## config.mk

```make
export PLATFORM = sky130hd
export DESIGN_NAME = plt_cell
export DESIGN_NICKNAME = d
export VERILOG_FILES = /design/src/hdl/plt_pkg.sv /design/src/hdl/plt_cell.sv
export SDC_FILE = /design/constraint.sdc
export NUM_CORES = 1
export LEC_CHECK = 0
export BUFFER_PORTS_ARGS = -buffer_cell sky130_fd_sc_hd__buf_4
export CAP_MARGIN = 15
export CORE_ASPECT_RATIO = 1.2
export CORE_MARGIN = 3
export CORE_UTILIZATION = 39
export DETAILED_ROUTE_END_ITERATION = 12
export PLACE_DENSITY = 0.79
export SKIP_CTS_REPAIR_TIMING = 1
export SLEW_MARGIN = 20
export SYNTH_ARGS = -nofsm -noshare
export SYNTH_HDL_FRONTEND = slang
export SYNTH_SLANG_ARGS = --single-unit
export TNS_END_PERCENT = 30
```

## constraint.sdc

```tcl
create_clock -name i_clk -period 2.16 [get_ports i_clk]
set_input_delay 0.108 -clock i_clk [delete_from_list [all_inputs] [get_ports i_clk]]
set_output_delay 0.108 -clock i_clk [all_outputs]
set_load 0.05 [all_outputs]
```

## src/hdl/plt_pkg.sv

```systemverilog
// plt_pkg: shared types and constants of the positional list table
// request and result structs, operation and status codes, cell command
// no dependencies
`default_nettype none

package plt_pkg;

    localparam int CAPACITY = 64;
    localparam int DATA_W   = 32;
    localparam int IDX_W    = 6;
    localparam int CNT_W    = 7;

    typedef enum logic [1:0] {
        OP_INSERT     = 2'd0,
        OP_DELETE_POS = 2'd1,
        OP_DELETE_VAL = 2'd2,
        OP_LOCATE     = 2'd3
    } t_op;

    typedef enum logic [1:0] {
        ST_OK       = 2'd0,
        ST_BADPOS   = 2'd1,
        ST_FULL     = 2'd2,
        ST_NOTFOUND = 2'd3
    } t_status;

    typedef struct packed {
        t_op                op;
        logic [CNT_W-1:0]   position;
        logic signed [DATA_W-1:0] value;
    } t_req;

    typedef struct packed {
        t_status            status;
        logic [IDX_W-1:0]   index;
        logic [CNT_W-1:0]   count;
        logic               empty_res;
    } t_res;

    typedef enum logic [1:0] {
        CMD_HOLD   = 2'd0,
        CMD_INSERT = 2'd1,
        CMD_REMOVE = 2'd2
    } t_cmd_kind;

    // broadcast to every cell of the chain
    typedef struct packed {
        t_cmd_kind          kind;
        logic [CNT_W-1:0]   pos;
        logic [CNT_W-1:0]   count;
        logic [DATA_W-1:0]  value;
    } t_cell_cmd;

endpackage

`default_nettype wire

```

## src/hdl/plt_cell.sv

```systemverilog
// plt_cell: one list slot of the chain, holds one word and its match flag
// depends on plt_pkg
`default_nettype none

module plt_cell (
    input  wire logic                          i_clk,
    input  wire logic [plt_pkg::IDX_W-1:0]     i_idx,
    input  wire plt_pkg::t_cell_cmd            i_cmd,
    input  wire logic [plt_pkg::DATA_W-1:0]    i_left,
    input  wire logic [plt_pkg::DATA_W-1:0]    i_right,
    output logic [plt_pkg::DATA_W-1:0]         o_entry,
    output logic                               o_match
);

    logic [plt_pkg::DATA_W-1:0] r_entry;
    logic [plt_pkg::DATA_W-1:0] n_entry;
    logic                       r_match;
    logic                       n_match;
    logic [plt_pkg::CNT_W-1:0]  w_idx;

    assign w_idx = {1'b0, i_idx};

    always_comb begin
        n_entry = r_entry;
        case (i_cmd.kind)
            plt_pkg::CMD_INSERT: begin
                if (w_idx == i_cmd.pos) begin
                    n_entry = i_cmd.value;
                end else if (w_idx > i_cmd.pos) begin
                    n_entry = i_left;
                end
            end
            plt_pkg::CMD_REMOVE: begin
                if (w_idx >= i_cmd.pos) begin
                    n_entry = i_right;
                end
            end
            default: begin
                n_entry = r_entry;
            end
        endcase
        // only slots below the fill count take part in a search
        n_match = (w_idx < i_cmd.count) && (r_entry == i_cmd.value);
    end

    always_ff @(posedge i_clk) begin
        r_entry <= n_entry;
        r_match <= n_match;
    end

    assign o_entry = r_entry;
    assign o_match = r_match;

endmodule

`default_nettype wire

```

# [Word level (Yosys, flattened, before mapping)]
# Index checks and enable logic that the tools add are counted.
[word_totals] reg_bits=33 out_inout_bits=33
[classes] n_lt_le_gt_ge=3 n_eq_ne=6 muxes=4 n_reduce_logical=3
[op_table] operator="2-to-1 mux 32 bit" n=3
[op_table] operator="case mux 32 bit (2 select lines)" n=1
[op_table] operator="== test 32 bit" n=1
[op_table] operator="== test 6 x 7 -> 1 bit" n=1
[op_table] operator=">= comparator 6 x 7 -> 1 bit" n=1
[op_table] operator="greater-than comparator 6 x 7 -> 1 bit" n=1
[op_table] operator="less-than comparator 6 x 7 -> 1 bit" n=1
[op_table] operator="inequality test 3 bit, second input constant" n=1
[op_table] operator="AND reduction 3 bit" n=1
[op_table] operator="== test 2 x 1 -> 1 bit, second input constant" n=1
[op_table] operator="== test 2 bit, second input constant" n=1
[op_table] operator="inequality test 2 bit, second input constant" n=1
[op_table] operator="nonzero test 2 bit" n=1
[op_table] operator="logical AND 1 bit" n=1

# [Longest topological paths before layout]
# Gate-level depths: netlist of run 1.
[depth] depth_word=4 mapped_depth=7 mapped_depth_nobuf=7

# [Worst setup path after synthesis of run 1]
# OpenSTA, ideal clock, no wires.
[synth_path] kind="in2reg" from="input port i_cmd[44] in the netlist's numbering" to="register r_entry (netlist bit o_entry[0]), enable pin" setup_ns=0.391 arrival_ns=1.787 path_slack_ns=-0.018 cell_stages=6 path_cell_list="inv_1 -> ha_1 -> nand4b_4 -> nor2_8 -> buf_8 -> o22a_1"
[synth_via] elab_chain_len=3 word_cells_on_any_way=6 classes_between="order compare: 2; eq/ne: 3; reduce/logical: 1"
[synth_lines] item="start: declaration" line="plt_cell.sv:8" text="input wire plt_pkg::t_cell_cmd i_cmd,"
[synth_lines] item="greater-than comparator 6 x 7 -> 1 bit, or another cell as far along" line="plt_cell.sv:29" text="end else if (w_idx > i_cmd.pos) begin"
[synth_lines] item="inequality test 3 bit (no line) / inequality test 2 bit (equally long branches)"
[synth_lines] item="AND reduction 3 bit (no line) *"
[synth_lines] item="end signal: assignment" line="plt_cell.sv:47" text="r_entry <= n_entry;"
[synth_lines] item="end: declaration" line="plt_cell.sv:15" text="logic [plt_pkg::DATA_W-1:0] r_entry;"
# Every way passes the cells marked *; elsewhere a longest branch is shown, timed or not.
# A chain may end at the register's enable or synchronous reset.

# [Worst setup path after layout of run 1]
[layout_path] from="input port i_idx[5] in the netlist's numbering" to="register r_entry (netlist bit o_entry[29]), data pin"
[layout_via] elab_chain_len=3
[layout_lines] item="start: declaration" line="plt_cell.sv:7" text="input wire logic [plt_pkg::IDX_W-1:0] i_idx,"
[layout_lines] item="== test 6 x 7 -> 1 bit" line="plt_cell.sv:27" text="if (w_idx == i_cmd.pos) begin"
[layout_lines] item="2-to-1 mux 32 bit" line="plt_cell.sv:27"
[layout_lines] item="case mux 32 bit (2 select lines)" line="plt_cell.sv:25" text="case (i_cmd.kind)"
[layout_lines] item="via n_entry (one bit)" line="plt_cell.sv:16" text="logic [plt_pkg::DATA_W-1:0] n_entry;"
# The timed path passes the listed nets, and every way through them passes these cells.

==> summary.txt, run 1 <==
CTS tree - done
Req. time, crit path - 2.18 ns
Post-DP HPWL - 5370 µm
worst hold start - i_right[25]
Hold Crit Class - in2reg
Mean Syn Cell Area - 10.7 µm²
Fill cells - 527
Syn-to-layout area delta - 52.0%
initial core utilization - 0.414
drt wl/cell - 14.7 µm
final antenna-violating net count - 0
Worst Path Max Fanout - 32
Main synth FF type - edfxtp_1
max layer used - met4
Largest stage delay, worst path - 0.48 ns
synth warn - 0
Tightest Pin Transition - 0.779 ns
# IOs - 152
Worst Hold Slack - 0.0989 ns
ys async rst share - 0
Worst EP arrival - 1.71 ns
Final Max Slew Viols - 0
gr ovfl total - 0
CTS max path bufs - 2
core area - 5780 µm²
met2 wire len - 3560 µm
f_max - 592 MHz
Buf+Inv Stages, Crit Path - 2
Root Driver - clkbuf_8
FF+latch count, synth - 33
final-report setup violation count - 0
Final Hold Vio Count - 0
Die Ht - 91.8 µm
clk sinks - 33
RSZ-0062 raised after global routing - false
Vias - 2179
sequential fraction of the synthesis area - 0.410
Die W - 77.5 µm
Post-synth EDFFs - 32
CP startpoint kind - input pin
Post-Syn Nets - 353
Leak - 1.61 nW
Yosys cell types - 30
cells on worst reg2reg path - 4
routed wire length - 6660 µm
wire length on met1 - 2480 µm
Ant. Diodes - 0
relative slew slack - 0.481
area of the die - 7110 µm²
Final Wtd Congestion - 0.744
number of global-route vias before repair - 2325
Worst path slowest cell - buf_4
# H-tree levels - 2
status - finished, final reports clean
nets - 503
CTS Buf Count - 5
share of post-route cells with drive strength above 1 - 0.449
Setup Total Neg Slack - 0 ns
Peak VDD IR - 0.337 mV
Tcrit/Tclk final - 0.782
hold-critical path depth - 3
Total GRT Usage - 0.188
Syn Std Cell Area - 2390 µm²
crit-path leading delay family - buffers and inverters
port bufs - 151
most used cell, CP - buf_4
worst r2r src - o_entry[16]$_DFFE_PP_
worst skew pair latency - 0.28 ns
DR vias/cell - 4.80
max cap viols - 0
crit-path cells - buf_4 > ha_1 > nand4b_4 > nor2_8 > buf_4 > mux2i_1 > o21ai_2
pin count of the biggest net entering global routing - 65
Clock transition at path regs - 0.07 ns
Worst Setup SP - i_idx[5]
fin crit period - 1.69 ns
Residual DRC - 0
Synth Instances - 223
metal3 WL - 488 µm
DR pass1 iterations - 4
initial DRC count - 70
# rows - 30
post-route clock skew - 0.00403 ns
first-pass GRT wire length - 10700 µm
initial antenna violation count - 0
WS Path Type - in2reg
CP endpoint kind - flop
Crit path depth - 7
pwr dens - 540 nW/µm²
worst reg2reg max path, cell delays in order, from the launching register on:
cell and delay [ns]:
edfxtp_1 0.42, xor2_1 0.16, nor4_1 0.41, nand4_1 0.22, nor3_1 0.20
power breakdown:
part / switching [mW] / internal, mW / total (mW)
clock network: 0.224 / 0.340 / 0.565
logic: 0.328 / 0.279 / 0.608
registers: 0.0298 / 0.761 / 0.791
total: 0.582 / 1.38 / 1.96
cells in the mapped netlist (2+ instances only):
| cell | instances | area [µm²] |
|---|---|---|
| mux2i_1 | 32 | 320 |
| clkbuf_8 | 3 | 41.3 |
| xor2_1 | 32 | 280 |
| a21o_1 | 4 | 30.0 |
| nand2_1 | 32 | 120 |
| edfxtp_1 | 32 | 961 |
| nor4_1 | 8 | 50.1 |
| buf_8 | 3 | 45.0 |
| o22ai_1 | 2 | 12.5 |
| a21oi_1 | 4 | 20.0 |
| inv_1 | 12 | 45.0 |
| ha_1 | 11 | 138 |
| nand4_1 | 2 | 12.5 |
| o21ai_0 | 3 | 15.0 |
| o21ai_2 | 5 | 43.8 |
| o21ai_1 | 24 | 120 |
routing by layer:
metal | up-vias | GRT usage
met5 | - | 0
met4 | 0 | 0.0549
met3 | 11 | 0.0501
met2 | 91 | 0.344
met1 | 979 | 0.213
li1 | 1098 | -
metrics by stage:
step | worst slack [ns] | utilization | total power [mW] | cell area [µm²] | std cells
floorplan | 0.309 | - | 1.14 | 2390 | 223
global placement | 0.206 | 0.611 | 1.41 | 3530 | 446
detailed placement | 0.159 | 0.611 | 1.42 | 3530 | 446
CTS | 0.467 | 0.629 | 1.99 | 3640 | 454
global route | 0.364 | 0.629 | 2.06 | 3640 | 454
finish | 0.472 | 0.629 | 1.96 | 3640 | 454
final timing paths:
check / end / slack [ns]
setup reg to reg: o_match$_DFF_P_ / 0.68
hold reg to reg: o_match$_DFF_P_ / 0.76
hold / removal: o_entry[25]$_DFFE_PP_ / 0.1
setup / recovery: o_entry[29]$_DFFE_PP_ / 0.47
sequential cells by signal, summed over array words and instances (netlist names):
signal	cells
o_match	1
o_entry	32
logic make-up (layout without fill, tap and decap cells):
family | count (synthesis) | count (layout) | share of synthesized area
xor+xnor | 32 | 32 | 0.117
flops | 33 | 33 | 0.410
mux | 32 | 32 | 0.134
buf+inv | 22 | 173 | 0.0654
fa+ha+maj | 11 | 11 | 0.0575
compound gates | 43 | 43 | 0.105
simple gates | 50 | 50 | 0.111
area by class of cell:
| class | instances | area (µm²) | area share |
|---|---|---|---|
| Clock buffer | 6 | 72.6 | 0.0200 |
| Clock inverter | 2 | 33.8 | 0.00929 |
| Tap cell | 80 | 100 | 0.0275 |
| Timing Repair Buffer | 153 | 1150 | 0.316 |
| Inverter | 12 | 45.0 | 0.0124 |
| Multi-Input combinational cell | 168 | 1260 | 0.345 |
| Sequential cell | 33 | 981 | 0.270 |
cell usage in the layout (no fill, tap or decap):
cell type	instances
buf_4	153
mux2i_1	32
nand2_1	32
xor2_1	32
edfxtp_1	32
o21ai_1	24
inv_1	12
ha_1	11
nor4_1	8
o21ai_2	5
clkbuf_8	5
a21o_1	4
a21oi_1	4
o21ai_0	3
o22ai_1	2
nand4_1	2
and2b_2	1
nand4b_4	1
nand3_1	1
nor2_8	1
nor2b_1	1
o22a_2	1
nand2b_1	1
nand4b_1	1
nor3_1	1
clkinv_1	1
bufinv_16	1
clkbuf_1	1
dfxtp_1	1
No activity file was read; power rests on OpenSTA's default activity.
==> run 2, diff against run 1 <==
- clock period: 2.16 -> 1.45 ns (I/O delays scaled with it)
==> summary.txt, run 2 (synthesis gave the netlist of run 1 again) <==
initial antenna violation count - 0 (unchanged)
DR pass1 iterations - 4 (unchanged)
clk sinks - 33 (unchanged)
drt wl/cell - 14.9 µm (was 14.7 µm)
Clock transition at path regs - 0.06 ns (was 0.07 ns)
number of global-route vias before repair - 2321 (was 2325)
max cap viols - 0 (unchanged)
violated checks - setup timing
Residual DRC - 0 (unchanged)
final design utilization - 0.662 (was 0.629)
RSZ-0062 raised after global routing - true (was false)
first-pass GRT wire length - 10900 µm (was 10700 µm)
Peak VDD IR - 0.506 mV (was 0.337 mV)
CP endpoint kind - flop (unchanged)
Final Hold Vio Count - 0 (unchanged)
Die Ht - 91.8 µm (unchanged)
Design Area, Final - 3830 µm² (was 3640 µm²)
Setup WS post-layout - -0.00552 ns (was 0.472 ns)
Power, Total - 2.79 mW (was 1.96 mW)
Ant. Diodes - 0 (unchanged)
# H-tree levels - 2 (unchanged)
fin crit period - 1.46 ns
# rows - 30 (unchanged)
WS Path Type - reg2reg (was in2reg)
Root Driver - clkbuf_8 (unchanged)
pin count of the biggest net entering global routing - 65 (unchanged)
Req. time, crit path - 1.65 ns (was 2.18 ns)
DR vias/cell - 4.77 (was 4.80)
most common cell after layout, fill and taps aside - buf_4 (unchanged)
Total GRT Usage - 0.192 (was 0.188)
port bufs - 151 (unchanged)
Die W - 77.5 µm (unchanged)
Worst Path Max Fanout - 2 (was 32)
relative slew slack - 0.701 (was 0.481)
Final Wtd Congestion - 0.780 (was 0.744)
pre-CTS WS - -0.290 ns (was 0.159 ns)
Leak - 1.65 nW (was 1.61 nW)
routed wire length - 6870 µm (was 6660 µm)
CTS Buf Count - 5 (unchanged)
area of the die - 7110 µm² (unchanged)
Tightest Pin Transition - 0.449 ns (was 0.779 ns)
DP Area - 3740 µm² (was 3530 µm²)
final antenna-violating net count - 0 (unchanged)
CTS max path bufs - 2 (unchanged)
# IOs - 152 (unchanged)
worst skew pair latency - 0.28 ns (about the same)
initial core utilization - 0.414 (unchanged)
cells on worst reg2reg path - 5 (was 4)
Vias - 2204 (was 2179)
Post-DP HPWL - 5710 µm (was 5370 µm)
f_max - 687 MHz
status - complete, but fails checks (was finished, final reports clean)
Syn-to-layout area delta - 60.0% (was 52.0%)
nets - 512 (was 503)
Worst EP arrival - 1.65 ns (was 1.71 ns)
post-route clock skew - 0.00436 ns (was 0.00403 ns)
CP startpoint kind - flop (was input pin)
CTS tree - done (unchanged)
core area - 5780 µm² (unchanged)
gr ovfl total - 0 (unchanged)
hold-critical path depth - 3 (unchanged)
Hold Crit Class - in2reg (unchanged)
max reg flops - 32 (unchanged)
Worst Hold Slack - 0.0722 ns (was 0.0989 ns)
pwr dens - 730 nW/µm² (was 540 nW/µm²)
Tcrit/Tclk final - 1.00
most frequent cells in the layout - buf_4, nand2_1, xor2_1, edfxtp_1, mux2i_1 (was buf_4, mux2i_1, nand2_1, xor2_1, edfxtp_1)
Final Max Slew Viols - 0 (unchanged)
initial DRC count - 76 (was 70)
final-report setup violation count - 1 (was 0)
share of post-route cells with drive strength above 1 - 0.495 (was 0.449)
-- run 2: cell count changes in the layout (fill, tap and decap cells not counted), moves of 2 or more --
| cell | change |
|---|---|
| buf_4 | +7 |
| ha_4 | +6 |
| ha_1 | -6 |
| buf_12 | +2 |
| inv_1 | -3 |
-- run 2: final cells by class --
class	count	area, µm²
clock buffer	6	72.6
clock inverter	1	3.75
fill	468	1950
inverter	12	62.6
multi-input combinational	168	1370
sequential	33	981
tap	80	100
timing repair buffer	162	1240
-- run 2: per-stage QoR --
| stage | setup TNS [ns] | cells |
|---|---|---|
| global route | -0.0797 | 462 |
| detailed placement | -13.73 | 455 |
| floorplan | -1.95 | 223 |
| global placement | -10.47 | 455 |
| finish | -0.00552 | 462 |
| CTS | -0.0963 | 462 |
-- run 2: critical path: stages (launching register included) --
cell,delay [ns]
edfxtp_1,0.40
xor2_1,0.17
nor4_2,0.35
buf_4,0.17
nand4_1,0.11
nor3_1,0.18
-- run 2: metal layers --
metal | GRT usage | vias up | part of all wire
li1 | - | 1119 | -
met4 | 0.0401 | 0 | 0.0084
met1 | 0.211 | 991 | 0.37
met5 | 0 | - | 0
met2 | 0.361 | 88 | 0.55
met3 | 0.0540 | 6 | 0.069
-- run 2: worst paths after layout --
check	from	endpoint	slack, ns
hold / removal	i_right[25]	o_entry[25]$_DFFE_PP_	0.07
setup / recovery	o_entry[20]$_DFFE_PP_	o_match$_DFF_P_	-0.006
setup reg to reg	o_entry[20]$_DFFE_PP_	o_match$_DFF_P_	-0.006
hold reg to reg	o_entry[11]$_DFFE_PP_	o_match$_DFF_P_	0.74
-- run 2: power breakdown --
part           switching, mW  total [mW]  internal, mW
Sequential            0.0430        1.18          1.13
Combinational          0.519       0.982         0.463
Clock                  0.312       0.635         0.323
Total                  0.874        2.79          1.92
